**src/sliding_window_burst_detector_defines.svh**
```systemverilog
// assertion helpers for the burst detector
`ifndef SLIDING_WINDOW_BURST_DETECTOR_DEFINES_SVH
`define SLIDING_WINDOW_BURST_DETECTOR_DEFINES_SVH

// checked only outside reset
`define SWBD_ASSERT(lbl, prop, msg) \
  lbl: assert property (@(posedge clk_i) disable iff (!rst_ni) prop) else $error(msg);

// checked on every edge, reset included
`define SWBD_ASSERT_ALWAYS(lbl, prop, msg) \
  lbl: assert property (@(posedge clk_i) prop) else $error(msg);

`endif

```
**src/swbd_pkg.sv**
```systemverilog
package swbd_pkg;

  // field widths
  localparam int unsigned TimeW      = 64;
  localparam int unsigned ThresholdW = 16;
  localparam int unsigned NsPerMsW   = 20;
  localparam int unsigned LimitNsW   = ThresholdW + NsPerMsW;

  // nanoseconds in one millisecond
  localparam logic [NsPerMsW-1:0] NsPerMs = NsPerMsW'(1000000);

  typedef logic [TimeW-1:0]      time_ns_t;
  typedef logic [ThresholdW-1:0] threshold_ms_t;
  typedef logic [LimitNsW-1:0]   limit_ns_t;

endpackage

```
**src/swbd_ring.sv**
```systemverilog
module swbd_ring
  import swbd_pkg::*;
#(
  parameter int unsigned DEPTH = 8
) (
  input  logic                     clk_i,
  input  logic                     wr_en_i,
  input  logic [$clog2(DEPTH)-1:0] wr_addr_i,
  input  time_ns_t                 wr_data_i,
  input  logic                     rd_en_i,
  input  logic [$clog2(DEPTH)-1:0] rd_addr_i,
  output time_ns_t                 rd_data_o
);

  time_ns_t mem_q [DEPTH];
  time_ns_t rd_data_q;

  // one write port
  always_ff @(posedge clk_i) begin
    if (wr_en_i) begin
      mem_q[wr_addr_i] <= wr_data_i;
    end
  end

  // one read port, registered data held between reads
  always_ff @(posedge clk_i) begin
    if (rd_en_i) begin
      rd_data_q <= mem_q[rd_addr_i];
    end
  end

  assign rd_data_o = rd_data_q;

endmodule

```
**src/sliding_window_burst_detector.sv**
```systemverilog
// Burst detector over the last WINDOW_EVENTS event timestamps. One event is taken per clock
// cycle while the output is not held off. At the input transfer edge the oldest timestamp is
// read from the ring memory (one write port, one read port) into a register beside the event;
// then, once the output register is free, the 64-bit subtract and window compare are loaded into
// it, so each result passes through the first stage register and then the output register. A
// stalled output holds the result and stalls the input once the first stage is full.
// The threshold write is scaled to nanoseconds by a multiplier at the register itself, so it
// costs no time per event.
// A zero threshold disables detection: events leave the state alone and report no burst.
`include "sliding_window_burst_detector_defines.svh"

module sliding_window_burst_detector
  import swbd_pkg::*;
#(
  parameter int unsigned WINDOW_EVENTS = 8
) (
  input  logic          clk_i,
  input  logic          rst_ni,
  input  logic          cfg_we_i,
  input  threshold_ms_t threshold_ms_i,
  input  logic          in_valid_i,
  output logic          in_stall_o,
  input  time_ns_t      event_time_ns_i,
  output logic          out_valid_o,
  input  logic          out_stall_i,
  output logic          burst_started_o,
  output logic          burst_level_o
);

  localparam int unsigned HeadW = $clog2(WINDOW_EVENTS);
  localparam int unsigned FillW = $clog2(WINDOW_EVENTS + 1);
  localparam logic [HeadW-1:0] HeadLast   = HeadW'(WINDOW_EVENTS - 1);
  localparam logic [FillW-1:0] FillFull   = FillW'(WINDOW_EVENTS);
  localparam logic [FillW-1:0] FillAlmost = FillW'(WINDOW_EVENTS - 1);

  limit_ns_t        limit_ns_q;
  logic [HeadW-1:0] head_q, head_d, head_nxt;
  logic [FillW-1:0] fill_q, fill_d;
  logic             burst_on_q, burst_on_d;
  logic             s1_valid_q, s1_en_q, s1_full_q;
  time_ns_t         s1_now_q;
  time_ns_t         oldest;
  logic             out_valid_q, out_started_q, out_level_q;
  logic             det_en, in_xfer, advance, ring_wr;
  time_ns_t         age;
  logic             hit, level_new;

  // threshold register, kept in nanoseconds
  always_ff @(posedge clk_i or negedge rst_ni) begin
    if (!rst_ni) begin
      limit_ns_q <= '0;
    end else if (cfg_we_i) begin
      limit_ns_q <= LimitNsW'(threshold_ms_i) * LimitNsW'(NsPerMs);
    end
  end

  assign det_en = (limit_ns_q != '0);

  // handshake: the first stage moves on whenever the output register is free
  assign advance    = !out_valid_q || !out_stall_i;
  assign in_stall_o = s1_valid_q && !advance;
  assign in_xfer    = in_valid_i && !in_stall_o;
  assign ring_wr    = in_xfer && det_en;

  // ring pointer and fill level
  assign head_nxt = (head_q == HeadLast) ? '0 : head_q + 1'b1;

  always_comb begin
    head_d = head_q;
    fill_d = fill_q;
    if (ring_wr) begin
      head_d = head_nxt;
      if (fill_q != FillFull) begin
        fill_d = fill_q + 1'b1;
      end
    end
  end

  always_ff @(posedge clk_i or negedge rst_ni) begin
    if (!rst_ni) begin
      head_q <= '0;
      fill_q <= '0;
    end else begin
      head_q <= head_d;
      fill_q <= fill_d;
    end
  end

  // timestamp ring; once full, the slot after the head holds the oldest entry
  swbd_ring #(
    .DEPTH(WINDOW_EVENTS)
  ) u_ring (
    .clk_i    (clk_i),
    .wr_en_i  (ring_wr),
    .wr_addr_i(head_q),
    .wr_data_i(event_time_ns_i),
    .rd_en_i  (in_xfer),
    .rd_addr_i(head_nxt),
    .rd_data_o(oldest)
  );

  // first stage control
  always_ff @(posedge clk_i or negedge rst_ni) begin
    if (!rst_ni) begin
      s1_valid_q <= 1'b0;
    end else begin
      s1_valid_q <= in_xfer || (s1_valid_q && !advance);
    end
  end

  // first stage payload
  always_ff @(posedge clk_i) begin
    if (in_xfer) begin
      s1_now_q  <= event_time_ns_i;
      s1_en_q   <= det_en;
      s1_full_q <= (fill_q >= FillAlmost);
    end
  end

  // window check on the oldest timestamp
  assign age       = s1_now_q - oldest;
  assign hit       = (age <= TimeW'(limit_ns_q));
  assign level_new = s1_full_q && hit;

  always_comb begin
    burst_on_d = burst_on_q;
    if (s1_valid_q && advance && s1_en_q) begin
      burst_on_d = level_new;
    end
  end

  always_ff @(posedge clk_i or negedge rst_ni) begin
    if (!rst_ni) begin
      burst_on_q  <= 1'b0;
      out_valid_q <= 1'b0;
    end else begin
      burst_on_q <= burst_on_d;
      if (advance) begin
        out_valid_q <= s1_valid_q;
      end
    end
  end

  // output register
  always_ff @(posedge clk_i) begin
    if (s1_valid_q && advance) begin
      out_level_q   <= s1_en_q && level_new;
      out_started_q <= s1_en_q && level_new && !burst_on_q;
    end
  end

  assign out_valid_o     = out_valid_q;
  assign burst_started_o = out_started_q;
  assign burst_level_o   = out_level_q;

  // checks
  `SWBD_ASSERT_ALWAYS(a_fill_range, fill_q <= FillFull, "fill count beyond ring depth")
  `SWBD_ASSERT(a_disabled_keeps_head, (in_xfer && !det_en) |=> $stable(head_q), "head moved")
  `SWBD_ASSERT(a_start_implies_level, (out_valid_o && burst_started_o) |-> burst_level_o, "start")
  `SWBD_ASSERT(a_level_matches_state, (out_valid_o && burst_level_o) |-> burst_on_q, "level off")
  `SWBD_ASSERT(a_stage_holds, (s1_valid_q && !advance) |=> s1_valid_q, "first stage lost an item")

endmodule

```
**config.mk**
```make
export PLATFORM = sky130hd
export DESIGN_NAME = sliding_window_burst_detector
export DESIGN_NICKNAME = d
export VERILOG_FILES = /design/src/swbd_pkg.sv /design/src/swbd_ring.sv /design/src/sliding_window_burst_detector.sv
export VERILOG_INCLUDE_DIRS = /design/src /design/src/src
export SDC_FILE = /design/constraint.sdc
export NUM_CORES = 1
export LEC_CHECK = 0
export BUFFER_PORTS_ARGS = -buffer_cell sky130_fd_sc_hd__buf_4
export CAP_MARGIN = 5
export CORE_ASPECT_RATIO = 1.5
export CORE_MARGIN = 5
export CORE_UTILIZATION = 40
export DETAILED_ROUTE_END_ITERATION = 10
export PLACE_DENSITY = 0.62
export SLEW_MARGIN = 20
export SYNTH_ARGS = -nofsm -noshare
export SYNTH_HDL_FRONTEND = slang
export SYNTH_SLANG_ARGS = --single-unit
```
**constraint.sdc**
```tcl
create_clock -name clk_i -period 12.2 [get_ports clk_i]
set_input_delay 0.61 -clock clk_i [delete_from_list [all_inputs] [get_ports clk_i]]
set_output_delay 0.61 -clock clk_i [all_outputs]
set_load 0.005 [all_outputs]
```
==> flow_results.xml, run 1 <==
<?xml version="1.0" encoding="UTF-8"?>
<metrics>
  <group name="status">
    <metric name="status" unit="">finished clean</metric>
  </group>
  <group name="final_layout">
    <metric name="layout.area.seq" unit="µm²">20300</metric>
    <metric name="nNetsFinal" unit="">2589</metric>
    <metric name="nFillCells" unit="">7181</metric>
    <metric name="multi_input_area" unit="µm²">11900</metric>
    <metric name="final_layout_size_suffix_gt1_frac" unit="">0.185</metric>
    <metric name="post_layout_inst_area" unit="µm²">36900</metric>
    <metric name="area_grow_syn2layout" unit="%">11.4</metric>
  </group>
  <group name="worst_setup_path">
    <metric name="critPathArrivalTime" unit="ps">6840</metric>
    <metric name="setup.worst_path.start_class" unit="">register</metric>
    <metric name="critPathMaxFanout" unit="">8</metric>
    <metric name="cp.required" unit="ps">12690</metric>
    <metric name="critical_setup_path_class" unit="">register to register</metric>
    <metric name="worstSetupEndpointType" unit="">register</metric>
  </group>
  <group name="global_route">
    <metric name="wire_length_of_the_first_global_routing_pass" unit="µm">116000</metric>
    <metric name="grt_use_total" unit="">0.167</metric>
    <metric name="grt_max_degree" unit="">59</metric>
    <metric name="first_global_vias" unit="">19613</metric>
    <metric name="antenna_found_initial" unit="">2</metric>
    <metric name="grt_remaining_overflow" unit="">0</metric>
  </group>
  <group name="timing">
    <metric name="timing.clock.skew" unit="ps">22.7</metric>
    <metric name="grt_setup_unrepaired" unit="">false</metric>
    <metric name="final_period_minus_worst_setup_slack" unit="ps">6340</metric>
    <metric name="finalSetupTns" unit="ps">0</metric>
    <metric name="relSlewSlack" unit="">0.224</metric>
    <metric name="timing.final.crit_share" unit="">0.520</metric>
    <metric name="slew_worst_pin" unit="ps">1150</metric>
    <metric name="setup_viol" unit="">0</metric>
    <metric name="max_freq" unit="GHz">0.158</metric>
    <metric name="report.final.hold_viol_count" unit="">0</metric>
    <metric name="final-max-slew-violation-count" unit="">0</metric>
    <metric name="whs" unit="ps">187</metric>
  </group>
  <group name="synthesis">
    <metric name="basic_gate_share_of_the_synthesized_area_counting_and_or_nand_and_nor_cells" unit="">0.0490</metric>
    <metric name="ys_dominant_reg_cell" unit="">edfxtp_1</metric>
    <metric name="ys_ff_latch" unit="">684</metric>
    <metric name="synth_seq_area_share" unit="">0.614</metric>
    <metric name="synth_cell_types" unit="">76</metric>
    <metric name="yosys_warnings" unit="">0</metric>
    <metric name="syn_area_per_cell" unit="µm²">15.4</metric>
    <metric name="synth_fp_nets" unit="">2490</metric>
    <metric name="netlist_area" unit="µm²">33100</metric>
    <metric name="synth_top_area_share" unit="">0.584</metric>
    <metric name="netlist_top_cells_area" unit="">edfxtp_1, mux4_2, ha_1</metric>
    <metric name="complex_gate_fraction_of_the_synthesized_area" unit="">0.0673</metric>
    <metric name="post_synth_xor_area_fraction" unit="">0.0198</metric>
    <metric name="number_of_enable_type_register_cells_in_the_synthesized_netlist" unit="">644</metric>
    <metric name="largest_family_of_logic_cells_by_synthesized_area" unit="">multiplexers</metric>
    <metric name="post_synth_fa_ha_maj_area_fraction" unit="">0.110</metric>
    <metric name="yosys.area.top_type" unit="">edfxtp_1</metric>
    <metric name="asyncSetResetFlopFracSynth" unit="">0.0585</metric>
    <metric name="synthMuxAreaShare" unit="">0.111</metric>
    <metric name="synthCells" unit="">2148</metric>
  </group>
  <group name="hold_path">
    <metric name="hold_path_class" unit="">input port to register</metric>
  </group>
  <group name="pwr">
    <metric name="power.share.switching" unit="">0.366</metric>
    <metric name="internal-power" unit="µW">6030</metric>
    <metric name="combPwrFrac" unit="">0.476</metric>
    <metric name="cellLeakagePower" unit="µW">0.0135</metric>
    <metric name="total_power" unit="µW">9510</metric>
    <metric name="worst_ir_drop_vdd" unit="V">0.000176</metric>
    <metric name="power_density" unit="nW/µm²">258</metric>
    <metric name="power_frac_seq" unit="">0.333</metric>
    <metric name="clockPowerShare" unit="">0.190</metric>
    <metric name="power.net_switching" unit="µW">3480</metric>
  </group>
  <group name="routing">
    <metric name="vias_per_std_cell" unit="">5.47</metric>
    <metric name="avgRoutedWirePerCell" unit="µm">22.3</metric>
    <metric name="dr.pass1.iters" unit="">5</metric>
    <metric name="drt.antenna.violating_nets" unit="">0</metric>
    <metric name="post-route-drc-count" unit="">0</metric>
    <metric name="dr.first_iter.drc_count" unit="">1240</metric>
    <metric name="finalWirelength" unit="µm">74700</metric>
    <metric name="via_count" unit="">18286</metric>
  </group>
  <group name="die">
    <metric name="floorplan.die_area" unit="µm²">88800</metric>
    <metric name="floorplan.die.height" unit="µm">362</metric>
    <metric name="rows" unit="">129</metric>
    <metric name="floorplan.core_area" unit="µm²">82300</metric>
    <metric name="initial_core_util" unit="">0.402</metric>
    <metric name="design.portCount" unit="">89</metric>
    <metric name="floorplan.die.width" unit="µm">245</metric>
  </group>
  <group name="clocking">
    <metric name="root_buffer" unit="">clkbuf_16</metric>
    <metric name="cts-htree-levels" unit="">2</metric>
    <metric name="cts.sink_count" unit="">684</metric>
    <metric name="cts.path.max_buffers" unit="">3</metric>
    <metric name="clk_pin_slew_worst_paths" unit="ps">70</metric>
    <metric name="clock_insertion_delay_worst_skew" unit="ps">630</metric>
    <metric name="cts_made_buffers" unit="">60</metric>
    <metric name="cts_hold_repair.buffers" unit="">1</metric>
    <metric name="tritoncts" unit="">built</metric>
    <metric name="cts_resized" unit="">0</metric>
    <metric name="cts_post_setup_buffers_inserted" unit="">0</metric>
  </group>
  <group name="place">
    <metric name="placed_cell_area" unit="µm²">35000</metric>
    <metric name="io_buffer_count" unit="">88</metric>
    <metric name="dp_hpwl" unit="µm">50000</metric>
    <metric name="finalWeightedCongestion" unit="">0.874</metric>
  </group>
  <group name="run">
    <metric name="max_cap_violations" unit="">0</metric>
  </group>
</metrics>
-- cell usage after synthesis, types with 3 or more instances --
master,n
o31a_1,5
o21a_1,23
nand2b_1,11
xnor2_1,48
nor3b_1,8
o21ai_1,7
ha_1,202
nand3_1,17
xor2_1,27
dfrtp_1,40
o211ai_1,4
a211oi_1,6
mux2_2,67
inv_1,177
a211o_1,3
o21ba_2,3
or2_2,4
a31oi_1,16
mux4_2,128
nand2_1,123
a221o_1,3
fa_1,55
a21boi_0,4
nor2b_1,9
buf_1,14
a21oi_1,108
a21o_1,43
nor2_1,61
edfxtp_1,644
or3_1,7
nor3_1,21
nor4_1,11
nand4_1,41
mux2i_1,5
o21bai_1,8
o221ai_1,7
o21ai_0,76
and3_1,3
buf_2,16
clkbuf_1,44
and2_1,4
-- kinds of logic (layout without fill, tap and decap cells) --
logic type / count (synthesis) / in the layout
fa+ha+maj: 257 / 257
mux: 200 / 200
other cells: 0 / 1
flops: 684 / 684
buf+inv: 251 / 400
compound gates: 347 / 347
xor+xnor: 75 / 75
simple gates: 334 / 334
-- final timing paths --
kind | startpoint | to | slack [ps] | cells after the start
worst max-delay path | s1_now_q[11]$_DFFE_PP_ | burst_started_o$_DFFE_PP_ | 5860 | 27
worst min-delay path | in_valid_i | s1_valid_q$_DFF_PN0_ | 190 | 2
worst max register to register | s1_now_q[11]$_DFFE_PP_ | burst_started_o$_DFFE_PP_ | 5860 | 27
worst min register to register | s1_valid_q$_DFF_PN0_ | out_valid_o$_DFFE_PN0N_ | 500 | 1
max in group asynchronous | rst_ni | s1_valid_q$_DFF_PN0_ | 11180 | 2
min in group asynchronous | rst_ni | limit_ns_q[11]$_DFFE_PN0P_ | 580 | 2
-- per-layer routing --
| layer | track usage | part of all wire | vias to the layer above |
|---|---|---|---|
| met5 | 0 | 0.00027 | - |
| met1 | 0.206 | 0.41 | 9410 |
| li1 | - | - | 8421 |
| met4 | 0.0456 | 0.026 | 2 |
| met3 | 0.0183 | 0.032 | 103 |
| met2 | 0.312 | 0.53 | 350 |
-- layout by cell type (no fill, tap or decap), types with 5 or more instances in the layout --
cell type and count:
o21ai_1 7, clkinv_1 12, nor2_1 58, dfrtp_1 40, mux4_2 128, nand3_1 17, ha_1 200, inv_1 176
nand2_1 123, edfxtp_1 644, nor2b_1 9, clkbuf_1 17, clkbuf_16 60, buf_4 109, a31oi_1 16, a21oi_1 108
o31a_1 5, clkinv_2 11, xnor2_1 48, o21a_1 23, mux2i_1 5, a211oi_1 6, nor4_1 11, o21ai_0 76
or3_1 7, nand2b_1 11, a21o_1 43, nand4_1 41, mux2_2 67, o221ai_1 7, o21bai_1 8, xor2_1 27
fa_1 55, nor3_1 19
-- sequential cells by signal, indices dropped and copies added (netlist names) --
name              cells
burst_level_o         1
s1_now_q             64
s1_en_q               1
u_ring.rd_data_o     64
burst_started_o       1
burst_on_q            1
s1_full_q             1
u_ring.mem_q        512
head_q                3
out_valid_o           1
limit_ns_q           30
s1_valid_q            1
fill_q                4
-- power by group through the flow --
stage / Clock [µW] / Combinational (µW) / Sequential [µW]
2_1_floorplan: 0 / 3400 / 3190
3_3_place_gp: 0 / 4490 / 3200
3_5_place_dp: 0 / 4550 / 3220
4_1_cts: 1850 / 4580 / 3170
5_1_grt: 1950 / 5020 / 3200
6_report: 1810 / 4530 / 3170
-- critical path: stages, from the launching register on --
cell and delay [ps]:
edfxtp_1 390, ha_1 420, a21oi_1 260, a21oi_1 110
o21ai_0 190, a211oi_1 130, a21boi_0 400, nor3_1 130
nor2_1 190, nor2b_1 80, o21ai_0 150, nand2b_1 100
a21o_1 210, a21oi_1 180, xnor2_1 90, ha_1 310
nand4_1 120, nor3_1 240, and2_1 190, nand3_1 60
o21ai_0 440, o2111ai_1 210, a2111oi_2 390, nand4b_1 190
a2111oi_2 370, nand4_1 200, nor4_2 320, nor2b_1 160
-- metrics by stage --
stage	setup slack (ps)	instances	utilization
6_report	5860	3346	0.448
5_1_grt	5260	3345	0.448
4_1_cts	5880	3345	0.448
3_3_place_gp	5930	3232	0.426
3_5_place_dp	5850	3232	0.426
2_1_floorplan	2800	2148	-
-- cell type report --
cell class	instances	share of cell area
repair buffers	111	0.0228
clock buffers	77	0.0424
clock inverters	35	0.00732
multi-input cells	1213	0.323
inverters	177	0.0181
well taps	1048	0.0355
diodes	1	0.0000678
flip-flops and latches	684	0.551
Note: power is estimated with default switching activity, not from simulation.
==> run 2, diff against run 1 <==
--- a/config.mk
+++ b/config.mk
@@ -12,7 +12,7 @@
 export CORE_MARGIN = 5
 export CORE_UTILIZATION = 40
 export DETAILED_ROUTE_END_ITERATION = 10
-export PLACE_DENSITY = 0.62
+export PLACE_DENSITY = 0.64
 export SLEW_MARGIN = 20
 export SYNTH_ARGS = -nofsm -noshare
 export SYNTH_HDL_FRONTEND = slang
==> constraint.sdc (replaced) <==
create_clock -name clk_i -period 5.7 [get_ports clk_i]
set_input_delay 0.285 -clock clk_i [delete_from_list [all_inputs] [get_ports clk_i]]
set_output_delay 0.285 -clock clk_i [all_outputs]
set_load 0.005 [all_outputs]
==> run 2 against run 1 <==
  * Cell area is 4.1% higher
  * Core utilization grew 1.8 points
  * Sequential power increased by 110%
  * Flip-flop and latch count is the same
  * Critical endpoint unchanged
  * Highest routed layer is now met4
==> flow_results.xml, run 2 (synthesis gave the netlist of run 1 again) <==
<?xml version="1.0" encoding="UTF-8"?>
<metrics>
  <group name="global_route">
    <metric name="wire_length_of_the_first_global_routing_pass" unit="µm">114000</metric>
    <metric name="antenna_found_initial" unit="">1</metric>
    <metric name="first_global_vias" unit="">20124</metric>
    <metric name="grt_max_degree" unit="">70</metric>
    <metric name="grt_use_total" unit="">0.163</metric>
    <metric name="grt_remaining_overflow" unit="">0</metric>
  </group>
  <group name="timing">
    <metric name="finalSetupTns" unit="ps">0</metric>
    <metric name="relSlewSlack" unit="">0.293</metric>
    <metric name="timing.final.crit_share" unit="">0.975</metric>
    <metric name="final_period_minus_worst_setup_slack" unit="ps">5560</metric>
    <metric name="timing.clock.skew" unit="ps">23.4</metric>
    <metric name="final-max-slew-violation-count" unit="">0</metric>
    <metric name="report.final.hold_viol_count" unit="">0</metric>
    <metric name="setup_viol" unit="">0</metric>
    <metric name="max_freq" unit="GHz">0.180</metric>
    <metric name="grt_setup_unrepaired" unit="">true</metric>
    <metric name="slew_worst_pin" unit="ps">1050</metric>
  </group>
  <group name="place">
    <metric name="dpl.cell_count" unit="">3272</metric>
    <metric name="placed_cell_area" unit="µm²">35400</metric>
    <metric name="finalWeightedCongestion" unit="">0.897</metric>
    <metric name="io_buffer_count" unit="">88</metric>
    <metric name="dp_hpwl" unit="µm">48600</metric>
  </group>
  <group name="worst_setup_path">
    <metric name="cp.required" unit="ps">6190</metric>
    <metric name="critical_setup_path_class" unit="">register to register</metric>
    <metric name="rrSetupSlack" unit="ps">140</metric>
    <metric name="setup.worst_path.start_class" unit="">register</metric>
    <metric name="r2r_cells" unit="">23</metric>
    <metric name="cpMostUsedCell" unit="">nand4_1</metric>
    <metric name="critPathMaxFanout" unit="">8</metric>
    <metric name="largest_stage_delay_on_the_critical_path" unit="ps">480</metric>
    <metric name="crit-reg2reg-capture" unit="">burst_started_o$_DFFE_PP_</metric>
    <metric name="path_delay_family" unit="">simple AND/OR/NAND/NOR gates</metric>
    <metric name="critical_path.slowest_cell" unit="">ha_1</metric>
    <metric name="critPathArrivalTime" unit="ps">6050</metric>
    <metric name="worstSetupEndpointType" unit="">register</metric>
    <metric name="crit_buf_inv" unit="">2</metric>
    <metric name="critical_path.reg2reg.startpoint" unit="">s1_now_q[25]$_DFFE_PP_</metric>
    <metric name="worstPathCellList" unit="">ha_1 -&gt; nand4_1 -&gt; nor3b_1 -&gt; nand2_1 -&gt; inv_1 -&gt; nand3_1 -&gt; nand3_1 -&gt; xor2_1 -&gt; ha_1 -&gt; nand4_1 -&gt; nor2_1 -&gt; and2_1 -&gt; o41ai_1 -&gt; o211ai_1 -&gt; o21ai_1 -&gt; buf_4 -&gt; o2111ai_4 -&gt; a2111oi_4 -&gt; nand4b_1 -&gt; a2111oi_2 -&gt; nand4_1 -&gt; nor4_2 -&gt; nor2b_2</metric>
  </group>
  <group name="clocking">
    <metric name="cts.sink_count" unit="">684</metric>
    <metric name="clock_insertion_delay_worst_skew" unit="ps">620</metric>
    <metric name="cts.path.max_buffers" unit="">3</metric>
    <metric name="cts_made_buffers" unit="">57</metric>
    <metric name="tritoncts" unit="">built</metric>
    <metric name="clk_pin_slew_worst_paths" unit="ps">80</metric>
    <metric name="cts-htree-levels" unit="">2</metric>
    <metric name="root_buffer" unit="">clkbuf_16</metric>
  </group>
  <group name="status">
    <metric name="status" unit="">finished clean</metric>
  </group>
  <group name="final_layout">
    <metric name="layout_common_cells" unit="">edfxtp_1, ha_1, inv_1, buf_4, mux4_2</metric>
    <metric name="fin_cells" unit="">3456</metric>
    <metric name="final_layout_size_suffix_gt1_frac" unit="">0.210</metric>
    <metric name="post_layout_inst_area" unit="µm²">38400</metric>
    <metric name="largest_register" unit="">u_ring.mem_q</metric>
    <metric name="max_reg_flops" unit="">512</metric>
    <metric name="area_grow_syn2layout" unit="%">15.9</metric>
    <metric name="layout_commonest_cell" unit="">edfxtp_1</metric>
    <metric name="nFillCells" unit="">7052</metric>
    <metric name="nNetsFinal" unit="">2699</metric>
  </group>
  <group name="run">
    <metric name="max_cap_violations" unit="">0</metric>
  </group>
  <group name="routing">
    <metric name="post-route-drc-count" unit="">0</metric>
    <metric name="dr.first_iter.drc_count" unit="">1151</metric>
    <metric name="finalWirelength" unit="µm">72700</metric>
    <metric name="vias_per_std_cell" unit="">5.44</metric>
    <metric name="drt.antenna.violating_nets" unit="">0</metric>
    <metric name="avgRoutedWirePerCell" unit="µm">21.0</metric>
    <metric name="via_count" unit="">18790</metric>
    <metric name="dr.pass1.iters" unit="">5</metric>
  </group>
  <group name="hold_path">
    <metric name="hold_path_class" unit="">input port to register</metric>
    <metric name="hold_depth" unit="">3</metric>
    <metric name="timing.hold.worst.start" unit="">threshold_ms_i[0]</metric>
    <metric name="hold_worst_path_end" unit="">limit_ns_q[6]$_DFFE_PN0P_</metric>
  </group>
  <group name="die">
    <metric name="design.portCount" unit="">89</metric>
    <metric name="floorplan.die.height" unit="µm">362</metric>
    <metric name="floorplan.die.width" unit="µm">245</metric>
    <metric name="initial_core_util" unit="">0.402</metric>
    <metric name="floorplan.core_area" unit="µm²">82300</metric>
    <metric name="rows" unit="">129</metric>
    <metric name="floorplan.die_area" unit="µm²">88800</metric>
  </group>
  <group name="pwr">
    <metric name="clockPowerShare" unit="">0.199</metric>
    <metric name="total_power" unit="µW">21200</metric>
    <metric name="power.share.switching" unit="">0.357</metric>
    <metric name="combPwrFrac" unit="">0.481</metric>
    <metric name="power_density" unit="nW/µm²">553</metric>
    <metric name="cellLeakagePower" unit="µW">0.0141</metric>
    <metric name="internal-power" unit="µW">13600</metric>
    <metric name="power.net_switching" unit="µW">7590</metric>
    <metric name="power_frac_seq" unit="">0.320</metric>
    <metric name="worst_ir_drop_vdd" unit="V">0.000545</metric>
  </group>
</metrics>
-- run 2: changes by cell type in the layout (fill, tap and decap cells not counted), moves of 6 or more --
cell | before | now
dlygate4sd3_1 | 1 | 68
buf_4 | 109 | 151
clkbuf_1 | 17 | 4
bufinv_16 | 3 | 12
a21oi_1 | 108 | 101
clkinvlp_4 | 2 | 9
a21oi_2 | 1 | 7
-- run 2: tightest hold or removal path, cell delays in order --
cell and delay, ps:
buf_4 90, buf_4 150, mux2_2 150
-- run 2: stage by stage --
| step | setup slack (ps) | util | hold slack, ps |
|---|---|---|---|
| detailed placement | -201 | 0.430 | 318 |
| CTS | 4.21 | 0.464 | 68.3 |
| global placement | -59.4 | 0.430 | 311 |
| finish | 145 | 0.467 | 110 |
| floorplan | 91.8 | - | -10.6 |
| global route | -254 | 0.467 | 90.1 |
-- run 2: how the worst max path moves through the flow --
stage,from,to,slack (ps),depth (start not counted)
floorplan,out_valid_o$_DFFE_PN0N_,u_ring.mem_q[5][0]$_DFFE_PP_,90,7
global placement,threshold_ms_i[2],limit_ns_q[35]$_DFFE_PN0P_,-60,24
detailed placement,threshold_ms_i[1],limit_ns_q[35]$_DFFE_PN0P_,-200,22
CTS,s1_now_q[13]$_DFFE_PP_,burst_started_o$_DFFE_PP_,4,29
global route,s1_now_q[5]$_DFFE_PP_,burst_started_o$_DFFE_PP_,-250,29
finish,s1_now_q[25]$_DFFE_PP_,burst_started_o$_DFFE_PP_,140,23
-- run 2: metal layers --
metal	track usage	up-vias	part of all wire
li1	-	8646	-
met3	0.0169	131	0.036
met4	0.0538	0	0.033
met2	0.301	412	0.53
met1	0.199	9601	0.40
met5	0	-	0
-- run 2: layout make-up --
type | instances | area [µm²] | area share
sequential | 684 | 20300 | 0.530
multi-input combinational | 1213 | 12100 | 0.315
timing repair buffer | 224 | 1920 | 0.0500
clock buffer | 62 | 1470 | 0.0382
tap | 1048 | 1310 | 0.0341
inverter | 177 | 668 | 0.0174
clock inverter | 46 | 588 | 0.0153
antenna | 2 | 5.00 | 0.000130
-- run 2: repair_timing --
action | 4_1_cts | 5_1_grt
hold buffers | 68 | 0
hold endpoints to repair | 618 | 0
resized for setup | 4 | 34
setup buffers | 1 | 4
endpoints found under the setup margin | 3 | 3
pin swaps | 3 | 23
-- run 2: power groups by stage --
stage          clock, µW  sequential [µW]  combinational, µW
6_report            4230             6800              10200
5_1_grt             4520             6860              11300
2_1_floorplan          0             6810               7280
4_1_cts             4330             6800              10100
3_3_place_gp           0             6870               9820
3_5_place_dp           0             6900               9970
==> run 3, diff against run 2 <==
--- a/config.mk
+++ b/config.mk
@@ -12,8 +12,9 @@
 export CORE_MARGIN = 5
 export CORE_UTILIZATION = 40
 export DETAILED_ROUTE_END_ITERATION = 10
-export PLACE_DENSITY = 0.64
+export PLACE_DENSITY_LB_ADDON = 0.15
 export SLEW_MARGIN = 20
 export SYNTH_ARGS = -nofsm -noshare
 export SYNTH_HDL_FRONTEND = slang
+export SYNTH_HIERARCHICAL = 1
 export SYNTH_SLANG_ARGS = --single-unit
==> run 3 against run 2 <==
  * Clock power increased by 6.9%
  * Worst hold slack got worse by 58 ps
  * Core utilization decreased by 0.56 points
  * Synthesized area increased by 0.93%
  * Final cell count increased by 2.3%
  * Largest cell class unchanged
==> flow_results.xml, run 3 <==
<?xml version="1.0" encoding="UTF-8"?>
<metrics>
  <group name="synthesis">
    <metric name="synth_fp_nets" unit="">2509</metric>
    <metric name="number_of_enable_type_register_cells_in_the_synthesized_netlist" unit="">644</metric>
    <metric name="post_synth_fa_ha_maj_area_fraction" unit="">0.109</metric>
    <metric name="synth_cell_types" unit="">83</metric>
    <metric name="ys_dominant_reg_cell" unit="">edfxtp_1</metric>
    <metric name="synth_top_area_share" unit="">0.578</metric>
    <metric name="synth.cells.most_frequent" unit="">edfxtp_1, ha_1, inv_1</metric>
    <metric name="largest_family_of_logic_cells_by_synthesized_area" unit="">multiplexers</metric>
    <metric name="post_synth_xor_area_fraction" unit="">0.0191</metric>
    <metric name="synthMuxAreaShare" unit="">0.112</metric>
    <metric name="synthCells" unit="">2167</metric>
    <metric name="netlist_area" unit="µm²">33400</metric>
    <metric name="yosys.area.top_type" unit="">edfxtp_1</metric>
    <metric name="ys_ff_latch" unit="">684</metric>
    <metric name="complex_gate_fraction_of_the_synthesized_area" unit="">0.0670</metric>
    <metric name="syn_area_per_cell" unit="µm²">15.4</metric>
    <metric name="yosys_warnings" unit="">6</metric>
    <metric name="synth_seq_area_share" unit="">0.608</metric>
    <metric name="asyncSetResetFlopFracSynth" unit="">0.0585</metric>
    <metric name="netlist_top_cells_area" unit="">edfxtp_1, mux4_2, ha_1</metric>
    <metric name="basic_gate_share_of_the_synthesized_area_counting_and_or_nand_and_nor_cells" unit="">0.0513</metric>
    <metric name="synth_most_common_cell" unit="">edfxtp_1</metric>
  </group>
  <group name="routing">
    <metric name="dr.pass1.iters" unit="">5</metric>
    <metric name="drt.antenna.violating_nets" unit="">0</metric>
    <metric name="post-route-drc-count" unit="">0</metric>
    <metric name="via_count" unit="">18705</metric>
    <metric name="dr.first_iter.drc_count" unit="">1072</metric>
    <metric name="finalWirelength" unit="µm">78400</metric>
    <metric name="vias_per_std_cell" unit="">5.29</metric>
    <metric name="avgRoutedWirePerCell" unit="µm">22.2</metric>
  </group>
  <group name="final_layout">
    <metric name="fin_cells" unit="">3536</metric>
    <metric name="final_layout_size_suffix_gt1_frac" unit="">0.195</metric>
    <metric name="area_grow_syn2layout" unit="%">15.1</metric>
    <metric name="antenna-diode-count" unit="">0</metric>
    <metric name="multi_input_area" unit="µm²">12100</metric>
    <metric name="largest_register" unit="">u_ring/mem_q</metric>
    <metric name="layout.area.seq" unit="µm²">20300</metric>
    <metric name="max_reg_flops" unit="">512</metric>
    <metric name="layout_common_cells" unit="">edfxtp_1, ha_1, inv_1, mux4_2, buf_4</metric>
    <metric name="nNetsFinal" unit="">2702</metric>
    <metric name="utilization" unit="">0.461</metric>
    <metric name="layout_commonest_cell" unit="">edfxtp_1</metric>
    <metric name="nFillCells" unit="">7324</metric>
  </group>
  <group name="worst_setup_path">
    <metric name="critical_path.slowest_cell" unit="">or4_1</metric>
    <metric name="r2r_cells" unit="">22</metric>
    <metric name="crit_buf_inv" unit="">0</metric>
    <metric name="path_delay_family" unit="">compound AO/OA/AOI/OAI gates</metric>
    <metric name="critical_path.reg2reg.startpoint" unit="">s1_now_q[6]$_DFFE_PP_</metric>
    <metric name="worstPathCellList" unit="">ha_1 -&gt; and3_1 -&gt; nand3_1 -&gt; o211ai_1 -&gt; o21ai_2 -&gt; nand2_2 -&gt; o41ai_4 -&gt; nor3_2 -&gt; a211o_1 -&gt; a21oi_1 -&gt; xnor2_1 -&gt; ha_1 -&gt; a21o_1 -&gt; a21o_1 -&gt; a21oi_1 -&gt; o21ai_0 -&gt; a221oi_1 -&gt; a31oi_1 -&gt; or4_1 -&gt; nor4_2 -&gt; and4_1 -&gt; and4b_1</metric>
    <metric name="cp.required" unit="ps">6180</metric>
    <metric name="setup.worst_path.start_class" unit="">register</metric>
    <metric name="worstSetupEndpointType" unit="">register</metric>
    <metric name="crit-reg2reg-capture" unit="">burst_started_o$_DFFE_PP_</metric>
    <metric name="critical_setup_path_class" unit="">register to register</metric>
    <metric name="largest_stage_delay_on_the_critical_path" unit="ps">510</metric>
    <metric name="critPathArrivalTime" unit="ps">5830</metric>
    <metric name="critPathMaxFanout" unit="">6</metric>
    <metric name="rrSetupSlack" unit="ps">350</metric>
  </group>
  <group name="pwr">
    <metric name="cellLeakagePower" unit="µW">0.0141</metric>
    <metric name="total_power" unit="µW">21700</metric>
    <metric name="worst_ir_drop_vdd" unit="V">0.000535</metric>
    <metric name="power_density" unit="nW/µm²">565</metric>
  </group>
  <group name="hold_path">
    <metric name="hold_depth" unit="">3</metric>
    <metric name="timing.hold.worst.start" unit="">threshold_ms_i[0]</metric>
    <metric name="hold_worst_path_end" unit="">limit_ns_q[6]$_DFFE_PN0P_</metric>
    <metric name="hold_path_class" unit="">input port to register</metric>
  </group>
  <group name="place">
    <metric name="finalWeightedCongestion" unit="">0.857</metric>
    <metric name="io_buffer_count" unit="">88</metric>
    <metric name="dp_hpwl" unit="µm">52300</metric>
    <metric name="dpl.cell_count" unit="">3342</metric>
    <metric name="dp_worst_setup_slack" unit="ps">-102</metric>
  </group>
  <group name="die">
    <metric name="design.portCount" unit="">89</metric>
    <metric name="floorplan.die.height" unit="µm">364</metric>
    <metric name="rows" unit="">130</metric>
    <metric name="floorplan.die_area" unit="µm²">89600</metric>
    <metric name="floorplan.die.width" unit="µm">246</metric>
    <metric name="initial_core_util" unit="">0.401</metric>
    <metric name="floorplan.core_area" unit="µm²">83400</metric>
  </group>
  <group name="timing">
    <metric name="max_freq" unit="GHz">0.187</metric>
    <metric name="timing.final.crit_share" unit="">0.939</metric>
    <metric name="worst_slack" unit="ps">349</metric>
    <metric name="report.final.hold_viol_count" unit="">0</metric>
    <metric name="timing.clock.skew" unit="ps">36.2</metric>
    <metric name="final_period_minus_worst_setup_slack" unit="ps">5350</metric>
    <metric name="relSlewSlack" unit="">0.453</metric>
    <metric name="whs" unit="ps">52.6</metric>
    <metric name="slew_worst_pin" unit="ps">819</metric>
    <metric name="final-max-slew-violation-count" unit="">0</metric>
    <metric name="setup_viol" unit="">0</metric>
  </group>
  <group name="status">
    <metric name="status" unit="">finished clean</metric>
  </group>
  <group name="run">
    <metric name="max_cap_violations" unit="">0</metric>
  </group>
  <group name="clocking">
    <metric name="clock_insertion_delay_worst_skew" unit="ps">640</metric>
    <metric name="cts.sink_count" unit="">684</metric>
    <metric name="tritoncts" unit="">built</metric>
    <metric name="cts.path.max_buffers" unit="">3</metric>
    <metric name="root_buffer" unit="">clkbuf_16</metric>
    <metric name="clk_pin_slew_worst_paths" unit="ps">70</metric>
    <metric name="cts_made_buffers" unit="">69</metric>
    <metric name="cts-htree-levels" unit="">3</metric>
  </group>
  <group name="global_route">
    <metric name="wire_length_of_the_first_global_routing_pass" unit="µm">121000</metric>
    <metric name="first_global_vias" unit="">20495</metric>
    <metric name="grt_use_total" unit="">0.176</metric>
    <metric name="grt_remaining_overflow" unit="">0</metric>
    <metric name="antenna_found_initial" unit="">0</metric>
    <metric name="grt_max_degree" unit="">70</metric>
  </group>
</metrics>
==> run 3: changes by cell type after synthesis, moves of 10 or more <==
cell / before / now
nor2_1: 61 / 88
nand2_1: 123 / 105
buf_6: 0 / 14
a21o_1: 43 / 30
clkbuf_1: 44 / 32
a21oi_1: 108 / 118
nand2b_1: 11 / 21
==> run 3: timing repair <==
action,in CTS,in global routing
hold buffers,68,0
buffers inserted,0,1
setup endpoints to repair,0,3
hold endpoints to repair,618,0
gates resized for setup,0,7
==> run 3: worst max-delay path by stage <==
stage,from,endpoint,slack [ps],depth (start not counted)
2_1_floorplan,out_valid_o$_DFFE_PN0N_,u_ring/mem_q[1][0]$_DFFE_PP_,-290,6
5_1_grt,s1_now_q[6]$_DFFE_PP_,burst_started_o$_DFFE_PP_,-4,22
3_3_place_gp,threshold_ms_i[2],limit_ns_q[35]$_DFFE_PN0P_,-20,21
6_report,s1_now_q[6]$_DFFE_PP_,burst_started_o$_DFFE_PP_,350,22
3_5_place_dp,threshold_ms_i[2],limit_ns_q[35]$_DFFE_PN0P_,-100,21
4_1_cts,s1_now_q[6]$_DFFE_PP_,burst_started_o$_DFFE_PP_,210,22
==> run 3: report_power, final <==
part / total [µW] / internal (µW) / switching, µW
Combinational: 10400 / 4610 / 5740
Clock: 4520 / 2540 / 1980
Sequential: 6850 / 6570 / 278
Total: 21700 / 13700 / 7990
==> run 3: area by class of cell <==
type	count	share of cell area
Clock buffer	83	0.0470
Clock inverter	42	0.0123
Inverter	173	0.0169
Multi-Input combinational cell	1237	0.315
Sequential cell	684	0.529
Tap cell	1122	0.0365
Timing Repair Buffer	195	0.0438
==> run 3: cell families (layout without fill, tap and decap cells) <==
| group | count (synthesis) | count (layout) |
|---|---|---|
| AO/OA/AOI/OAI | 352 | 352 |
| XOR/XNOR | 73 | 73 |
| multiplexers | 206 | 206 |
| adder cells (fa/ha/maj) | 257 | 257 |
| buffers and inverters | 246 | 493 |
| flip-flops | 684 | 684 |
| AND/OR/NAND/NOR | 349 | 349 |
==> run 3: worst register-to-register path: cells and delay by family, from the launching register on <==
family | cells | cell delay [ps]
AOI/OAI and AO/OA | 11 | 2240
xor gates and xnor gates | 1 | 140
adders and majority gates | 2 | 650
DFF | 1 | 370
and+or+nand+nor | 8 | 1810
==> run 3: layer usage <==
metal | track usage | vias to the layer above | share of wire
met4 | 0.0525 | 0 | 0.025
met5 | 0 | - | 0
met1 | 0.213 | 9598 | 0.40
li1 | - | 8693 | -
met3 | 0.0240 | 102 | 0.033
met2 | 0.326 | 312 | 0.54
==> run 3: per-stage QoR <==
stage	cell area [µm²]	setup TNS, ps
6_report	38500	0
5_1_grt	38500	-3.94
4_1_cts	38400	0
3_5_place_dp	35500	-102
3_3_place_gp	35500	-15.4
2_1_floorplan	33400	-114500
